<file path="config.mk">
export PLATFORM = sky130hd
export DESIGN_NAME = sync_serial_link_with_ack
export DESIGN_NICKNAME = d
export VERILOG_FILES = /design/src/ssla_pkg.sv /design/src/sync_serial_link_with_ack.sv
export SDC_FILE = /design/constraint.sdc
export NUM_CORES = 1
export LEC_CHECK = 0
export BUFFER_PORTS_ARGS = -buffer_cell sky130_fd_sc_hd__buf_2
export CAP_MARGIN = 25
export CELL_PAD_IN_SITES_DETAIL_PLACEMENT = 2
export CELL_PAD_IN_SITES_GLOBAL_PLACEMENT = 2
export CORE_ASPECT_RATIO = 1.4
export CORE_MARGIN = 4
export CORE_UTILIZATION = 37
export CTS_BUF_LIST = sky130_fd_sc_hd__clkbuf_16
export DETAILED_ROUTE_END_ITERATION = 10
export HOLD_SLACK_MARGIN = 0.05
export PLACE_DENSITY_LB_ADDON = 0.1
export SLEW_MARGIN = 25
export SYNTH_ARGS = -nofsm -noshare
export SYNTH_HDL_FRONTEND = slang
export SYNTH_SLANG_ARGS = --single-unit
</file>
<file path="constraint.sdc">
create_clock -name clk -period 10.85 [get_ports clk]
set_clock_uncertainty 0.1 [all_clocks]
set_input_delay 2.17 -clock clk [delete_from_list [all_inputs] [get_ports clk]]
set_output_delay 2.17 -clock clk [all_outputs]
set_load 0.05 [all_outputs]
</file>
<file path="src/ssla_pkg.sv">
// Package for the synchronous serial link: register indexes, codes and reset values.
`default_nettype none
package ssla_pkg;

  localparam int BYTE_BITS     = 8;
  localparam int COUNTER_WIDTH = 16;
  localparam int CFG_W         = 16;
  localparam int CFG_IDX_W     = 2;
  localparam int VALUE_W       = 7;

  // register indexes
  localparam logic [CFG_IDX_W-1:0] REG_BIT_PHASE   = 2'd0;
  localparam logic [CFG_IDX_W-1:0] REG_GAP_LIMIT   = 2'd1;
  localparam logic [CFG_IDX_W-1:0] REG_ACK_TIMEOUT = 2'd2;
  localparam logic [CFG_IDX_W-1:0] REG_ACK_CODE    = 2'd3;

  // register reset values
  localparam logic [CFG_W-1:0]     RST_BIT_PHASE   = 16'd1;
  localparam logic [CFG_W-1:0]     RST_GAP_LIMIT   = 16'd50;
  localparam logic [CFG_W-1:0]     RST_ACK_TIMEOUT = 16'd1000;
  localparam logic [BYTE_BITS-1:0] RST_ACK_CODE    = 8'hAA;

  // transmitter occupancy codes
  localparam logic [1:0] TX_IDLE = 2'd0;
  localparam logic [1:0] TX_DATA = 2'd1;
  localparam logic [1:0] TX_ACK  = 2'd2;

  // transmit bit phases
  localparam logic [1:0] PH_SETUP = 2'd0;
  localparam logic [1:0] PH_HIGH  = 2'd1;
  localparam logic [1:0] PH_LOW   = 2'd2;

endpackage
`default_nettype wire

</file>
<file path="src/sync_serial_link_with_ack.sv">
// Top level of the two-wire synchronous serial link with acknowledge handshake.
`default_nettype none
// One input beat is one timebase tick: the sampled rx clock and data lines plus an optional
// send request. Every accepted beat gives exactly one result beat, carrying the tx line levels
// for that tick, a received byte (bit 7 masked) when a non-ack byte completes, the outcome of a
// data send (acked or timed out) and ready_res, which says whether a request on the next tick
// will be taken. A beat is accepted every cycle while the result stage is drained: all of a
// tick's work sits between the link state registers and one result register, so throughput is
// one tick per clock, and each result shows in the cycle after its tick. in_stall is high
// only while a result is held by out_stall. Bytes go LSB first; each sent bit spends
// bit_phase_ticks in each of its three phases (data with clock low, clock high, clock low).
// Tick counters are COUNTER_WIDTH bits and saturate; register values above the counter
// maximum act as that maximum. Configuration is taken every cycle (cfg_ready tied high)
// and must only be written while the link is idle.
module sync_serial_link_with_ack #(
  parameter int COUNTER_WIDTH = ssla_pkg::COUNTER_WIDTH
) (
  input  wire                                clk,
  input  wire                                rst_n,
  // tick input channel
  input  wire                                in_valid,
  output logic                               in_stall,
  input  wire                                in_rx_clock,
  input  wire                                in_rx_data,
  input  wire                                in_send_request,
  input  wire  [ssla_pkg::VALUE_W-1:0]       in_send_value,
  // result channel
  output logic                               out_valid,
  input  wire                                out_stall,
  output logic                               out_tx_clock,
  output logic                               out_tx_data,
  output logic                               out_rx_valid,
  output logic [ssla_pkg::VALUE_W-1:0]       out_rx_value,
  output logic                               out_send_done,
  output logic                               out_send_acked,
  output logic                               out_ready_res,
  // configuration write channel
  input  wire                                cfg_valid,
  output logic                               cfg_ready,
  input  wire  [ssla_pkg::CFG_IDX_W-1:0]     cfg_index,
  input  wire  [ssla_pkg::CFG_W-1:0]         cfg_data
);

  localparam int CW      = COUNTER_WIDTH;
  localparam int CMP_W   = (CW > ssla_pkg::CFG_W) ? CW : ssla_pkg::CFG_W;
  localparam int BB      = ssla_pkg::BYTE_BITS;
  localparam int BIDX_W  = $clog2(BB);
  localparam logic [CW-1:0]     CNT_MAX  = {CW{1'b1}};
  localparam logic [BIDX_W-1:0] LAST_BIT = BIDX_W'(BB - 1);

  // saturating tick counter increment
  function automatic logic [CW-1:0] sat_inc(input logic [CW-1:0] v);
    sat_inc = (v == CNT_MAX) ? v : v + 1'b1;
  endfunction

  // register value limited to the counter range, widened for compare
  function automatic logic [CMP_W-1:0] lim(input logic [ssla_pkg::CFG_W-1:0] v);
    lim = (CMP_W'(v) > CMP_W'(CNT_MAX)) ? CMP_W'(CNT_MAX) : CMP_W'(v);
  endfunction

  // ---------------------------------------------------------------------------
  // configuration registers
  // ---------------------------------------------------------------------------
  logic [ssla_pkg::CFG_W-1:0] bit_phase_r, gap_limit_r, ack_timeout_r;
  logic [BB-1:0]              ack_code_r;

  assign cfg_ready = 1'b1;

  always_ff @(posedge clk) begin
    if (!rst_n) begin
      bit_phase_r   <= ssla_pkg::RST_BIT_PHASE;
      gap_limit_r   <= ssla_pkg::RST_GAP_LIMIT;
      ack_timeout_r <= ssla_pkg::RST_ACK_TIMEOUT;
      ack_code_r    <= ssla_pkg::RST_ACK_CODE;
    end else if (cfg_valid && cfg_ready) begin
      unique case (cfg_index)
        ssla_pkg::REG_BIT_PHASE:   bit_phase_r   <= cfg_data;
        ssla_pkg::REG_GAP_LIMIT:   gap_limit_r   <= cfg_data;
        ssla_pkg::REG_ACK_TIMEOUT: ack_timeout_r <= cfg_data;
        ssla_pkg::REG_ACK_CODE:    ack_code_r    <= cfg_data[BB-1:0];
        default:                   ack_code_r    <= ack_code_r;
      endcase
    end
  end

  // ---------------------------------------------------------------------------
  // link state
  // ---------------------------------------------------------------------------
  logic              last_clk_r,  last_clk_nxt;
  logic [BB-1:0]     rx_shift_r,  rx_shift_nxt;
  logic [BIDX_W-1:0] rx_cnt_r,    rx_cnt_nxt;
  logic [CW-1:0]     gap_cnt_r,   gap_cnt_nxt;
  logic              ack_seen_r,  ack_seen_nxt;
  logic              ack_pend_r,  ack_pend_nxt;
  logic [BB-1:0]     tx_shift_r,  tx_shift_nxt;
  logic [BIDX_W-1:0] tx_bit_r,    tx_bit_nxt;
  logic [1:0]        tx_phase_r,  tx_phase_nxt;
  logic [CW-1:0]     phase_cnt_r, phase_cnt_nxt;
  logic [1:0]        tx_busy_r,   tx_busy_nxt;
  logic              awaiting_r,  awaiting_nxt;
  logic [CW-1:0]     wait_cnt_r,  wait_cnt_nxt;

  // tick results
  logic                          o_clk, o_dat, o_rxv, o_done, o_acked, o_ready;
  logic [ssla_pkg::VALUE_W-1:0]  o_rxval;
  logic                          ready_now, rx_edge;

  logic acc;
  assign acc       = in_valid && !in_stall;
  assign ready_now = (tx_busy_r == ssla_pkg::TX_IDLE) && !awaiting_r && !ack_pend_r;
  assign rx_edge   = in_rx_clock && !last_clk_r;

  always_comb begin
    last_clk_nxt  = in_rx_clock;
    rx_shift_nxt  = rx_shift_r;
    rx_cnt_nxt    = rx_cnt_r;
    ack_seen_nxt  = ack_seen_r;
    ack_pend_nxt  = ack_pend_r;
    tx_shift_nxt  = tx_shift_r;
    tx_bit_nxt    = tx_bit_r;
    tx_phase_nxt  = tx_phase_r;
    phase_cnt_nxt = phase_cnt_r;
    tx_busy_nxt   = tx_busy_r;
    awaiting_nxt  = awaiting_r;
    wait_cnt_nxt  = wait_cnt_r;
    o_clk   = 1'b0;
    o_dat   = 1'b0;
    o_rxv   = 1'b0;
    o_rxval = '0;
    o_done  = 1'b0;
    o_acked = 1'b0;

    // receiver: sample data on rising rx clock, drop a stale partial byte
    gap_cnt_nxt = sat_inc(gap_cnt_r);
    if (rx_edge) begin
      if (CMP_W'(gap_cnt_nxt) > CMP_W'(gap_limit_r)) begin
        rx_cnt_nxt   = '0;
        rx_shift_nxt = '0;
      end
      gap_cnt_nxt              = '0;
      rx_shift_nxt[rx_cnt_nxt] = in_rx_data;
      if (rx_cnt_nxt == LAST_BIT) begin
        rx_cnt_nxt = '0;
        if (rx_shift_nxt == ack_code_r) begin
          ack_seen_nxt = 1'b1;
        end else begin
          o_rxv        = 1'b1;
          o_rxval      = rx_shift_nxt[ssla_pkg::VALUE_W-1:0];
          ack_pend_nxt = 1'b1;
        end
      end else begin
        rx_cnt_nxt = rx_cnt_nxt + 1'b1;
      end
    end

    // ack wait: an ack seen this tick already counts
    if (awaiting_r) begin
      if (ack_seen_nxt) begin
        o_done       = 1'b1;
        o_acked      = 1'b1;
        awaiting_nxt = 1'b0;
      end else begin
        wait_cnt_nxt = sat_inc(wait_cnt_r);
        if (CMP_W'(wait_cnt_nxt) >= lim(ack_timeout_r)) begin
          o_done       = 1'b1;
          awaiting_nxt = 1'b0;
        end
      end
    end

    // transmitter start: a taken request beats a queued ack reply
    if (tx_busy_r == ssla_pkg::TX_IDLE) begin
      priority if (in_send_request && ready_now) begin
        tx_shift_nxt  = {1'b1, in_send_value};
        ack_seen_nxt  = 1'b0;
        tx_busy_nxt   = ssla_pkg::TX_DATA;
        tx_bit_nxt    = '0;
        tx_phase_nxt  = ssla_pkg::PH_SETUP;
        phase_cnt_nxt = '0;
      end else if (ack_pend_nxt) begin
        tx_shift_nxt  = ack_code_r;
        ack_pend_nxt  = 1'b0;
        tx_busy_nxt   = ssla_pkg::TX_ACK;
        tx_bit_nxt    = '0;
        tx_phase_nxt  = ssla_pkg::PH_SETUP;
        phase_cnt_nxt = '0;
      end else begin
        tx_busy_nxt = ssla_pkg::TX_IDLE;
      end
    end

    // transmitter drive and phase advance
    if (tx_busy_nxt != ssla_pkg::TX_IDLE) begin
      o_dat         = tx_shift_nxt[tx_bit_nxt];
      o_clk         = (tx_phase_nxt == ssla_pkg::PH_HIGH);
      phase_cnt_nxt = sat_inc(phase_cnt_nxt);
      if (CMP_W'(phase_cnt_nxt) >= lim(bit_phase_r)) begin
        phase_cnt_nxt = '0;
        if (tx_phase_nxt >= ssla_pkg::PH_LOW) begin
          tx_phase_nxt = ssla_pkg::PH_SETUP;
          if (tx_bit_nxt == LAST_BIT) begin
            if (tx_busy_nxt == ssla_pkg::TX_DATA) begin
              awaiting_nxt = 1'b1;
              wait_cnt_nxt = '0;
            end
            tx_busy_nxt = ssla_pkg::TX_IDLE;
            tx_bit_nxt  = '0;
          end else begin
            tx_bit_nxt = tx_bit_nxt + 1'b1;
          end
        end else begin
          tx_phase_nxt = tx_phase_nxt + 1'b1;
        end
      end
    end

    o_ready = (tx_busy_nxt == ssla_pkg::TX_IDLE) && !awaiting_nxt && !ack_pend_nxt;
  end

  always_ff @(posedge clk) begin
    if (!rst_n) begin
      last_clk_r  <= 1'b0;
      rx_shift_r  <= '0;
      rx_cnt_r    <= '0;
      gap_cnt_r   <= CNT_MAX;
      ack_seen_r  <= 1'b0;
      ack_pend_r  <= 1'b0;
      tx_shift_r  <= '0;
      tx_bit_r    <= '0;
      tx_phase_r  <= ssla_pkg::PH_SETUP;
      phase_cnt_r <= '0;
      tx_busy_r   <= ssla_pkg::TX_IDLE;
      awaiting_r  <= 1'b0;
      wait_cnt_r  <= '0;
    end else if (acc) begin
      last_clk_r  <= last_clk_nxt;
      rx_shift_r  <= rx_shift_nxt;
      rx_cnt_r    <= rx_cnt_nxt;
      gap_cnt_r   <= gap_cnt_nxt;
      ack_seen_r  <= ack_seen_nxt;
      ack_pend_r  <= ack_pend_nxt;
      tx_shift_r  <= tx_shift_nxt;
      tx_bit_r    <= tx_bit_nxt;
      tx_phase_r  <= tx_phase_nxt;
      phase_cnt_r <= phase_cnt_nxt;
      tx_busy_r   <= tx_busy_nxt;
      awaiting_r  <= awaiting_nxt;
      wait_cnt_r  <= wait_cnt_nxt;
    end
  end

  // ---------------------------------------------------------------------------
  // result register; input stalls only while a result is held
  // ---------------------------------------------------------------------------
  logic out_valid_r;

  assign in_stall  = out_valid_r && out_stall;
  assign out_valid = out_valid_r;

  always_ff @(posedge clk) begin
    if (!rst_n) begin
      out_valid_r <= 1'b0;
    end else if (acc) begin
      out_valid_r <= 1'b1;
    end else if (!out_stall) begin
      out_valid_r <= 1'b0;
    end
  end

  always_ff @(posedge clk) begin
    if (acc) begin
      out_tx_clock   <= o_clk;
      out_tx_data    <= o_dat;
      out_rx_valid   <= o_rxv;
      out_rx_value   <= o_rxval;
      out_send_done  <= o_done;
      out_send_acked <= o_acked;
      out_ready_res  <= o_ready;
    end
  end

`ifndef SYNTHESIS
  // every taken tick leaves a result behind it
  a_tick_gives_result: assert property (@(posedge clk) disable iff (!rst_n)
    acc |=> out_valid_r)
    else $error("accepted tick produced no result");

  // a data byte is never on the wire while its own ack wait runs
  a_no_send_while_waiting: assert property (@(posedge clk) disable iff (!rst_n)
    !(awaiting_r && (tx_busy_r == ssla_pkg::TX_DATA)))
    else $error("data send overlaps ack wait");

  // ack outcome only alongside a finished send
  a_acked_needs_done: assert property (@(posedge clk) disable iff (!rst_n)
    (out_valid_r && out_send_acked) |-> out_send_done)
    else $error("send_acked without send_done");

  // a send can only finish while a wait was running
  a_done_from_wait: assert property (@(posedge clk) disable iff (!rst_n)
    (acc && o_done) |-> awaiting_r)
    else $error("send_done without a pending ack wait");
`endif

endmodule
`default_nettype wire
</file>
==> reports/metrics.cfg, run 1 <==
[outcome]
status=completed

[timing]
tightest_slew_ns=0.9681
holdWs_ns=0.3588
setup_violations=0
setup_tns_ns=0
slew_viol_final=0
fin_crit_sh_pct=92.96
timing.final.crit_period_ns=10.09
max_freq_mhz=99.15
finalHoldViolCount=0
relSlewSlack_pct=35.46

[critical_path]
cp_max_fo=17
worstSetupPathType=register to register
reg2regPathDepth=39
startpoint=gap_cnt_r[4]
r2r_start=gap_cnt_r[4]
crit_slowest_cell=a311oi_4
start_kind=register
crit_end=phase_cnt_r[13]
crit_path_max_incr_delay_ns=0.67
r2r_setup_slack_ns=0.76
r2r-end=phase_cnt_r[13]
cp.required_ns=11.11
crit_top_cell=nor2_1
arrival_ns=10.34
end_kind=register

[grt]
antenna_found_initial=2
grt_usage_pct=22.61
grt_pass1_wl_um=45970
grt_pass1_vias=8402
gr-total-overflow=0
grt_max_degree=81

[detailed_routing]
drc=0
drt_wl_total_um=27790
routed_via_density=5.613
dr.pass1.iters=4
postRouteAntennaNets=0
drt-initial-drc-count=325
post_drt_wl_per_cell_um=19.79
vias=7881

[clock_tree]
cts_buffers=17
clockBufferDepth=2
cts.sinks=148
clk_latency_ns=0.43
postCtsSetupRepairBufs=0
cts_tree=done
ctsRootBufferMaster=clkbuf_16
worst_setup_hold_path_clk_slew_ns=0.06
cts_max_level=4

[logic_synthesis]
ys_seq_elements=148
synth_fp_nets=1157
syn_avg_cell_area_um2=8.010
synthFlopType=dfxtp_1
synth_edf_count=13
yosysUniqueCellTypes=75
synth_seq_area_share_pct=36.12
synth_area_um2=8563
ys_async_sr_fraction_pct=0
syn_inst=1069
synth_warnings=0

[layout]
instances_no_fill=1404
nets=1178
area_delta_synth_final_pct=11.84
postLayoutCellArea_um2=9577
drive_gt1_share_pct=9.710

[min_path]
hold_class=register to register

[job]
cap_violations=0

[floorplanning]
die_area_um2=25680
start_util_pct=37.74
coreArea_um2=22690
io_pins=49
die_w_um=136.6
die_h_um=188.0
row_count=65

[placement]
place_area_um2=9032
gp_congestion=0.8012
io_buffer_count=47
dp_hpwl_um=20340
dp.cells=1372

[power_and_ir_drop]
ir_drop_mv=0.1100
power_density_nw_per_um2=138.4
p_leak_nw=3.738

## layout by cell type (no fill, tap or decap), types with 5 or more instances in the layout
cell	n
nor4_1	5
clkbuf_16	18
buf_2	47
dfxtp_1	135
xnor2_1	24
a221o_1	12
nand2b_1	7
nand2_1	174
nor3_1	20
a21oi_1	101
and3_1	20
a21o_1	13
nand4_1	20
edfxtp_1	13
o211ai_1	12
o21ai_0	30
nor2b_1	16
xor2_1	23
o21a_1	6
buf_4	10
a31oi_1	11
ha_1	55
mux2i_1	12
inv_1	64
nand3_1	30
a22oi_1	11
nor2_1	98
nand3b_1	6
and2_1	6
## flip-flops by register name, indices dropped and copies added, names as in the netlist, 3 cells and up
signal,flops
bit_phase_r,16
tx_shift_r,8
rx_shift_r,8
tx_bit_r,3
ack_timeout_r,16
gap_cnt_r,16
ack_code_r,8
rx_cnt_r,3
out_rx_value,7
phase_cnt_r,16
wait_cnt_r,16
gap_limit_r,16
## critical path: cells and delay by family, from the launching register on
kind	cells	cell delay, ns
XOR/XNOR	2	0.30
AND/OR/NAND/NOR	21	4.72
adder cells (fa/ha/maj)	5	1.39
AO/OA/AOI/OAI	10	2.75
buffers and inverters	1	0.29
flip-flops	1	0.44
## what timing repair did
item | CTS | global route
setup endpoints to repair | 0 | 35
gates resized for setup | 0 | 2
endpoints found under the hold margin | 0 | 0
hold buffers | 0 | 0
## metrics by stage
step                      power [mW]  worst slack [ns]  util, %
after floorplan               0.7237             2.720        -
after detailed placement      0.7871            0.6215    39.81
after CTS                      1.341            0.2478    42.13
after global routing           1.389         -0.009017    42.21
final                          1.325            0.7642    42.21
after global placement        0.7810             1.072    39.81
## worst min path at each step
stage / from / to / slack, ns / depth (start not counted)
2_1_floorplan: tx_shift_r[5] / tx_shift_r[5] / 0.33 / 2
3_3_place_gp: tx_shift_r[5] / tx_shift_r[5] / 0.34 / 2
3_5_place_dp: gap_limit_r[2] / gap_limit_r[2] / 0.35 / 2
4_1_cts: gap_limit_r[2] / gap_limit_r[2] / 0.36 / 2
5_1_grt: bit_phase_r[2] / bit_phase_r[2] / 0.38 / 2
6_report: gap_limit_r[2] / gap_limit_r[2] / 0.36 / 2
## cell type report
type                    count  area, um^2
diodes                      1       2.502
clock buffers              18       450.4
fillers                  2589       13110
inverters                  60       225.2
repair buffers             57       310.3
well taps                 301       376.6
flip-flops and latches    148        3093
clock inverters            13       77.57
multi-input cells         806        5041
## report_power, final
group | leakage (nW) | switching [mW] | internal [mW]
clock network | 0.282 | 0.230 | 0.318
logic | 2.23 | 0.126 | 0.0627
registers | 1.23 | 0.0178 | 0.571
## synth_stat cells, drive strengths merged (12+ instances only)
cell type / instances / share of area [%]
a21o: 14 / 1.2
a21oi: 101 / 5.9
a221o: 12 / 1.4
a31oi: 12 / 0.88
and3: 21 / 1.5
buf: 13 / 0.82
clkbuf: 42 / 1.8
dfxtp: 135 / 32
edfxtp: 13 / 4.6
ha: 55 / 8.0
inv: 60 / 2.6
mux2i: 16 / 2.0
nand2: 174 / 7.6
nand3: 30 / 1.8
nand4: 20 / 1.5
nor2: 98 / 4.3
nor2b: 16 / 1.2
nor3: 20 / 1.2
o211ai: 12 / 1.1
o21ai: 32 / 1.9
xnor2: 24 / 2.5
xor2: 23 / 2.4
## routing by layer
metal	track usage, %	share of wire [%]	vias up
li1	-	-	3815
met1	27.73	43	3922
met2	39.67	51	98
met3	3.623	2.8	44
met4	7.680	2.7	2
met5	0	0.025	-
## cells by family after synthesis
kind of cell / after synthesis / share of synthesized area [%]
simple gates: 431 / 23.74
compound gates: 252 / 19.39
flops: 148 / 36.12
buf+inv: 115 / 5.289
fa+ha+maj: 55 / 8.036
xor+xnor: 47 / 4.807
mux: 20 / 2.572
other cells: 1 / 0.04379
No activity file was read; power rests on OpenSTA's default activity.
==> run 2: changes to the inputs <==
--- a/config.mk
+++ b/config.mk
@@ -11,7 +11,7 @@
 export CELL_PAD_IN_SITES_GLOBAL_PLACEMENT = 2
 export CORE_ASPECT_RATIO = 1.4
 export CORE_MARGIN = 4
-export CORE_UTILIZATION = 37
+export CORE_UTILIZATION = 40
 export CTS_BUF_LIST = sky130_fd_sc_hd__clkbuf_16
 export DETAILED_ROUTE_END_ITERATION = 10
 export HOLD_SLACK_MARGIN = 0.05
==> constraint.sdc (replaced) <==
create_clock -name clk -period 12.1 [get_ports clk]
set_clock_uncertainty 0.1 [all_clocks]
set_input_delay 2.42 -clock clk [delete_from_list [all_inputs] [get_ports clk]]
set_output_delay 2.42 -clock clk [all_outputs]
set_load 0.05 [all_outputs]
==> run 2 against run 1 <==
  * Die area decreased by 7.1%
  * Setup slack improved by 1.1 ns
  * Clock power up 6.2%
  * Total power is 3.3% lower
  * Hold slack lost 0.0024 ns
  * First-iteration DRC count rose by 13%
  * Critical endpoint is now wait_cnt_r[11]
  * Largest cell class unchanged
  * Largest power group is now clock
  * Highest routed layer is now met4
==> reports/metrics.cfg, run 2 (synthesis gave the netlist of run 1 again) <==
[clock_tree]
ctsRootBufferMaster=clkbuf_16  ; unchanged
cts_max_level=4  ; unchanged
postCtsSetupRepairBufs=0  ; unchanged
holdBufCountCts=0  ; unchanged
worst_setup_hold_path_clk_slew_ns=0.06  ; about the same
ctsResizeCount=0  ; unchanged
cts_buffers=17  ; unchanged
clk_latency_ns=0.44  ; was 0.43 ns
cts.sinks=148  ; unchanged
cts_tree=done  ; unchanged
clockBufferDepth=2  ; unchanged

[floorplanning]
die_w_um=131.7  ; was 136.6 um
start_util_pct=40.54  ; was 37.74%
die_h_um=181.1  ; was 188.0 um
coreArea_um2=21130  ; was 22,690 um^2
die_area_um2=23850  ; was 25,680 um^2
row_count=63  ; was 65
io_pins=49  ; unchanged

[grt]
gr-total-overflow=0  ; unchanged
grt_usage_pct=24.30  ; was 22.61%
antenna_found_initial=0  ; was 2
grt_pass1_vias=8712  ; was 8,402
grt_pass1_wl_um=46770  ; was 45,970 um
grt_max_degree=60  ; was 81

[critical_path]
r2r_setup_slack_ns=1.88  ; was 0.76 ns
end_kind=register  ; unchanged
crit_slowest_cell=nor4_1  ; was a311oi_4
reg2regPathDepth=37  ; was 39
arrival_ns=10.44  ; was 10.34 ns
cp.required_ns=12.32  ; was 11.11 ns
worstSetupPathType=register to register  ; unchanged
start_kind=register  ; unchanged
crit_path_max_incr_delay_ns=0.74  ; was 0.67 ns
r2r-end=wait_cnt_r[11]  ; was phase_cnt_r[13]
cp_max_fo=21  ; was 17
r2r_start=gap_cnt_r[4]  ; unchanged
crit_top_cell=nor2_1  ; unchanged

[timing]
relSlewSlack_pct=36.90  ; was 35.46%
tightest_slew_ns=0.9430  ; was 0.9681 ns
rsz0062_at_grt=no
finalHoldViolCount=0  ; unchanged
setup_violations=0  ; unchanged
timing.final.crit_period_ns=10.22  ; was 10.09 ns
fin_crit_sh_pct=84.46  ; was 92.96%
setup_tns_ns=0  ; unchanged
setup_ws_ns=1.880  ; was 0.7642 ns
slew_viol_final=0  ; unchanged
max_freq_mhz=97.85  ; was 99.15 MHz

[layout]
drive_gt1_share_pct=10.34  ; was 9.710%
area_delta_synth_final_pct=12.29  ; was 11.84%
seq_area_um2=3093  ; unchanged
mostFrequentLayoutCell=nand2_1  ; unchanged
multiInputGateArea_um2=5027  ; was 5041 um^2
mostFrequentLayoutCells=174 x nand2_1, 135 x dfxtp_1, 101 x a21oi_1  ; unchanged
fillers=2427  ; was 2,589
diodes=0  ; was 1
nets=1178  ; unchanged

[min_path]
hold_class=register to register  ; unchanged
holdPathEnd=bit_phase_r[12]  ; was gap_limit_r[2]
min_from=bit_phase_r[12]  ; was gap_limit_r[2]
holdPathStages=2  ; unchanged

[placement]
place_ws_ns=2.164  ; was 0.6215 ns
io_buffer_count=47  ; unchanged
gp_congestion=0.8147  ; was 0.8012
dp_hpwl_um=20170  ; was 20,340 um

[detailed_routing]
post_drt_wl_per_cell_um=20.84  ; was 19.79 um
dr.pass1.iters=4  ; unchanged
routed_via_density=5.830  ; was 5.613
drt_wl_total_um=28410  ; was 27,790 um
postRouteAntennaNets=0  ; unchanged
drc=0  ; unchanged
drt-initial-drc-count=367  ; was 325
vias=7946  ; was 7,881

[power_and_ir_drop]
ir_drop_mv=0.1020  ; was 0.1100 mV
p_leak_nw=3.773  ; was 3.738 nW
power_density_nw_per_um2=133.2  ; was 138.4 nW/um^2
p_total_mw=1.281  ; was 1.325 mW

[outcome]
status=completed  ; unchanged

[job]
cap_violations=0  ; unchanged

## run 2: cell count changes in the layout (fill, tap and decap cells not counted), moves of 2 or more
cell       previous run  this run
inv_1                64        59
bufinv_16             1         4
clkinv_4              0         3
clkinv_2              2         4
clkinv_1              4         0
## run 2: per-stage QoR
| stage | util, % | hold WS [ns] | std cells | instance area (um^2) |
|---|---|---|---|---|
| floorplan | - | 0.3321 | 1069 | 8563 |
| global placement | 42.51 | 0.3393 | 1331 | 8981 |
| detailed placement | 42.51 | 0.3519 | 1331 | 8981 |
| CTS | 45.52 | 0.3608 | 1363 | 9615 |
| global route | 45.52 | 0.3760 | 1363 | 9615 |
| finish | 45.52 | 0.3564 | 1363 | 9615 |
## run 2: cell type report
type	count	share of cell area, %
clock inverter	14	1.913
tap	260	3.383
clock buffer	18	4.684
sequential	148	32.17
timing repair buffer	57	3.227
inverter	60	2.342
multi-input combinational	806	52.28
## run 2: worst max path at each step
stage	start	endpoint	slack, ns
after floorplan	gap_cnt_r[3]	wait_cnt_r[10]	3.97
after CTS	gap_cnt_r[4]	wait_cnt_r[11]	1.91
final	gap_cnt_r[4]	wait_cnt_r[11]	1.88
after detailed placement	gap_cnt_r[4]	wait_cnt_r[11]	2.16
after global placement	gap_cnt_r[4]	wait_cnt_r[0]	2.58
after global routing	gap_cnt_r[4]	phase_cnt_r[13]	1.11
## run 2: where the power goes
part | switching [mW] | total (mW) | internal (mW)
Combinational | 0.114 | 0.170 | 0.0558
Sequential | 0.0165 | 0.528 | 0.511
Clock | 0.227 | 0.583 | 0.356
## run 2: layer usage
| metal | vias up | global-route usage, % | share of wire, % |
|---|---|---|---|
| met3 | 38 | 3.677 | 2.2 |
| met5 | - | 0.8230 | 0 |
| met2 | 94 | 44.68 | 53 |
| met4 | 0 | 7.020 | 1.9 |
| li1 | 3810 | - | - |
| met1 | 4004 | 29.13 | 43 |
## run 2: worst max-delay path: cells and delay by family, from the launching register on
family	cells	cell delay, ns
simple gates	24	5.64
compound gates	4	1.68
fa+ha+maj	5	1.34
buf+inv	2	0.54
flops	1	0.44
xor+xnor	2	0.31
==> run 3: changes to the inputs <==
--- a/config.mk
+++ b/config.mk
@@ -5,13 +5,14 @@
 export SDC_FILE = /design/constraint.sdc
 export NUM_CORES = 1
 export LEC_CHECK = 0
+export ABC_AREA = 1
 export BUFFER_PORTS_ARGS = -buffer_cell sky130_fd_sc_hd__buf_2
 export CAP_MARGIN = 25
 export CELL_PAD_IN_SITES_DETAIL_PLACEMENT = 2
 export CELL_PAD_IN_SITES_GLOBAL_PLACEMENT = 2
 export CORE_ASPECT_RATIO = 1.4
 export CORE_MARGIN = 4
-export CORE_UTILIZATION = 40
+export CORE_UTILIZATION = 32
 export CTS_BUF_LIST = sky130_fd_sc_hd__clkbuf_16
 export DETAILED_ROUTE_END_ITERATION = 10
 export HOLD_SLACK_MARGIN = 0.05
==> constraint.sdc (replaced) <==
create_clock -name clk -period 9.09 [get_ports clk]
set_clock_uncertainty 0.1 [all_clocks]
set_input_delay 1.818 -clock clk [delete_from_list [all_inputs] [get_ports clk]]
set_output_delay 1.818 -clock clk [all_outputs]
set_load 0.05 [all_outputs]
==> run 3 against run 2 <==
  * Area after synthesis increased by 7.1%
  * Total power up 50%
  * Maximum frequency rose by 24%
  * Core utilization fell by 8.8 points
  * Final cell count increased by 25%
  * Cell area rose by 8.0%
  * Sequential power is 39% higher
  * Sequential share of layout area down 2.4 points
  * Via count is 11% higher
  * Non-clock buffer count unchanged
  * Synthesized cell count up 21%
  * Wire length grew 13%
  * Critical endpoint is now phase_cnt_r[14]
==> reports/metrics.cfg, run 3 <==
[layout]
fillers=3389  ; was 2,427
seq_area_um2=3093  ; unchanged
nets=1406  ; was 1,178
area_delta_synth_final_pct=13.27  ; was 12.29%
mostFrequentLayoutCells=216 x inv_1, 215 x nand2_1, 135 x dfxtp_1  ; was 174 x nand2_1, 135 x dfxtp_1, 101 x a21oi_1
diodes=0  ; unchanged
mostFrequentLayoutCell=inv_1  ; was nand2_1
drive_gt1_share_pct=11.95  ; was 10.34%
multiInputGateArea_um2=5017  ; was 5027 um^2

[timing]
setup_violations=0  ; unchanged
fin_crit_sh_pct=90.81  ; was 84.46%
setup_tns_ns=0  ; unchanged
slew_viol_final=0  ; unchanged
setup_ws_ns=0.8356  ; was 1.880 ns
max_freq_mhz=121.1  ; was 97.85 MHz
tightest_slew_ns=0.9408  ; was 0.9430 ns
relSlewSlack_pct=37.28  ; was 36.90%
finalHoldViolCount=0  ; unchanged
timing.final.crit_period_ns=8.254  ; was 10.22 ns

[power_and_ir_drop]
p_leak_nw=4.801  ; was 3.773 nW
p_int_mw=1.317  ; was 923.5 uW
ir_drop_mv=0.1249  ; was 0.1020 mV
power_density_nw_per_um2=185.5  ; was 133.2 nW/um^2
p_seq_share_pct=38.2  ; was 41.2%
p_total_mw=1.927  ; was 1.281 mW
switching_share_pct=31.64  ; was 27.91%
power_frac_comb_pct=20.3  ; was 13.3%
switchingPower_uw=609.7  ; was 357.6 uW
clkPwrFrac_pct=41.5  ; was 45.5%

[detailed_routing]
drt_wl_total_um=32220  ; was 28,410 um
vias=8848  ; was 7,946
postRouteAntennaNets=0  ; unchanged
drc=0  ; unchanged
post_drt_wl_per_cell_um=18.89  ; was 20.84 um
dr.pass1.iters=4  ; unchanged
drt-initial-drc-count=252  ; was 367
routed_via_density=5.186  ; was 5.830

[clock_tree]
clockBufferDepth=2  ; unchanged
ctsRootBufferMaster=clkbuf_16  ; unchanged
cts_tree=done  ; unchanged
worst_setup_hold_path_clk_slew_ns=0.07  ; was 0.06 ns
clk_latency_ns=0.45  ; was 0.44 ns
cts_buffers=17  ; unchanged
cts_max_level=4  ; unchanged
holdBufCountCts=0  ; unchanged
cts.sinks=148  ; unchanged

[grt]
grt.busiest_layer=met2  ; unchanged
antenna_found_initial=0  ; unchanged
gr-total-overflow=0  ; unchanged
grt_pass1_wl_um=51890  ; was 46,770 um
grt_usage_pct=21.05  ; was 24.30%
grt_max_degree=88  ; was 60
grt_use_met1_pct=23.71  ; was 29.13%
use_met2_pct=40.02  ; was 44.68%
grt_pass1_vias=9735  ; was 8,712
grt_use_met3_pct=3.115  ; was 3.677%

[critical_path]
critPathTopFamily=simple AND/OR/NAND/NOR gates  ; unchanged
cp.required_ns=9.37  ; was 12.32 ns
crit_slowest_cell=inv_1  ; was nor4_1
arrival_ns=8.53  ; was 10.44 ns
cp_max_fo=20  ; was 21
end_kind=register  ; unchanged
r2r_setup_slack_ns=0.84  ; was 1.88 ns
crit_path_max_incr_delay_ns=0.56  ; was 0.74 ns
worstSetupPathType=register to register  ; unchanged
crit_top_cell=nand2_1  ; was nor2_1
cp.depth=56  ; was 37
start_kind=register  ; unchanged
critPathBufInv=6  ; was 2
reg2regPathDepth=56  ; was 37

[floorplanning]
io_pins=49  ; unchanged
die_h_um=208.3  ; was 181.1 um
die_area_um2=31470  ; was 23,850 um^2
start_util_pct=32.39  ; was 40.54%
row_count=73  ; was 63
coreArea_um2=28310  ; was 21,130 um^2
die_w_um=151.1  ; was 131.7 um

[logic_synthesis]
synth_fa_ha_area_share_pct=7.503  ; was 8.036%
syn_avg_cell_area_um2=7.071  ; was 8.010 um^2
synthFlopType=dfxtp_1  ; unchanged
synth_compound_area_share_pct=21.49  ; was 19.39%
synth_fp_nets=1385  ; was 1,157
synth_edf_count=13  ; unchanged
synth_top_area_share_pct=29.47  ; was 31.56%
synth_top_area_cell=dfxtp_1  ; unchanged
ys_seq_elements=148  ; unchanged
post-synth-top-count-cell=nand2_1  ; unchanged
synth_warnings=0  ; unchanged
yosysUniqueCellTypes=49  ; was 75
synthTopCellsByCount=216 x nand2_1, 214 x inv_1, 135 x dfxtp_1  ; was 174 x nand2_1, 135 x dfxtp_1, 101 x a21oi_1
synth_seq_area_share_pct=33.72  ; was 36.12%
syn_inst=1297  ; was 1,069
synth_xor_xnor_area_share_pct=1.719  ; was 4.807%
synthMuxAreaShare_pct=0  ; was 2.572%
synth_area_leaders=dfxtp_1 29%, nand2_1 8.8%, inv_1 8.8%, ha_1 7.5%, o21ai_0 6.6%  ; was dfxtp_1 32%, ha_1 8.0%, nand2_1 7.6%, a21oi_1 5.9%, edfxtp_1 4.6%
synth_top_family_by_area=simple AND/OR/NAND/NOR gates  ; unchanged
synth-simple-area-share_pct=23.30  ; was 23.74%
synth_area_um2=9171  ; was 8563 um^2
ys_async_sr_fraction_pct=0  ; unchanged

[placement]
dp_hpwl_um=24110  ; was 20,170 um
io_buffer_count=47  ; unchanged
gp_congestion=0.8036  ; was 0.8147
place_ws_ns=-0.002484  ; was 2.164 ns

[min_path]
holdPathStages=2  ; unchanged
hold_class=register to register  ; unchanged

[outcome]
status=completed  ; unchanged

[job]
cap_violations=0  ; unchanged

==> run 3: cell count changes after synthesis, moves of 15 or more <==
cell / previous run / this run
nand2_1: 174 / 216
and3_1: 20 / 0
o211ai_1: 12 / 37
o2111ai_1: 1 / 16
o21ai_0: 30 / 121
nand2_2: 0 / 26
nor2b_1: 16 / 0
inv_1: 59 / 214
nand3_1: 30 / 55
xnor2_1: 24 / 3
==> run 3: cells by family (layout without fill, tap and decap cells) <==
logic type,Yosys count,in the layout
flip-flops,148,148
other,1,1
AND/OR/NAND/NOR,458,458
XOR/XNOR,18,18
adder cells (fa/ha/maj),55,55
buffers and inverters,279,313
AO/OA/AOI/OAI,338,338
==> run 3: final cells by class <==
cell class	instances	share of cell area, %
sequential	148	29.77
clock inverter	14	1.831
timing repair buffer	57	3.131
tap	375	4.516
inverter	224	8.118
clock buffer	18	4.336
multi-input combinational	870	48.30
==> run 3: what timing repair did <==
item / 4_1_cts / 5_1_grt
resized for setup: 1 / 9
cloned: 0 / 0
hold endpoints to repair: 0 / 0
setup endpoints to repair: 20 / 41
buffers inserted: 0 / 1
==> run 3: worst paths after layout <==
check,startpoint,to
max reg2reg,gap_cnt_r[0],phase_cnt_r[14]
min reg2reg,gap_limit_r[14],gap_limit_r[14]
max,gap_cnt_r[0],phase_cnt_r[14]
min,gap_limit_r[14],gap_limit_r[14]
==> run 3: worst register-to-register path: cells and delay by family, from the launching register on <==
| family | cells | cell delay (ns) |
|---|---|---|
| AND/OR/NAND/NOR | 37 | 4.51 |
| buffers and inverters | 6 | 1.04 |
| AO/OA/AOI/OAI | 8 | 0.96 |
| adder cells (fa/ha/maj) | 4 | 0.95 |
| flip-flops | 1 | 0.40 |
| XOR/XNOR | 1 | 0.21 |
==> run 3: power groups by stage <==
stage               Sequential (mW)  Combinational (mW)  Clock [mW]
finish                        0.735               0.391       0.800
global route                  0.741               0.448       0.847
CTS                           0.736               0.396       0.817
detailed placement            0.750               0.392           0
global placement              0.748               0.379           0
floorplan                     0.749               0.273           0
==> run 3: per-stage QoR <==
| step | utilization, % | hold slack [ns] | instance area (um^2) | instances |
|---|---|---|---|---|
| 2_1_floorplan | - | 0.3353 | 9171 | 1297 |
| 3_3_place_gp | 34.18 | 0.3502 | 9678 | 1673 |
| 3_5_place_dp | 34.18 | 0.3574 | 9678 | 1673 |
| 4_1_cts | 36.45 | 0.3662 | 10320 | 1705 |
| 5_1_grt | 36.69 | 0.3802 | 10390 | 1706 |
| 6_report | 36.69 | 0.3605 | 10390 | 1706 |
==> run 3: metal layers <==
metal	up-vias	part of all wire (%)
met3	42	1.8
li1	4349	-
met4	0	2.0
met5	-	0
met1	4374	41
met2	83	55
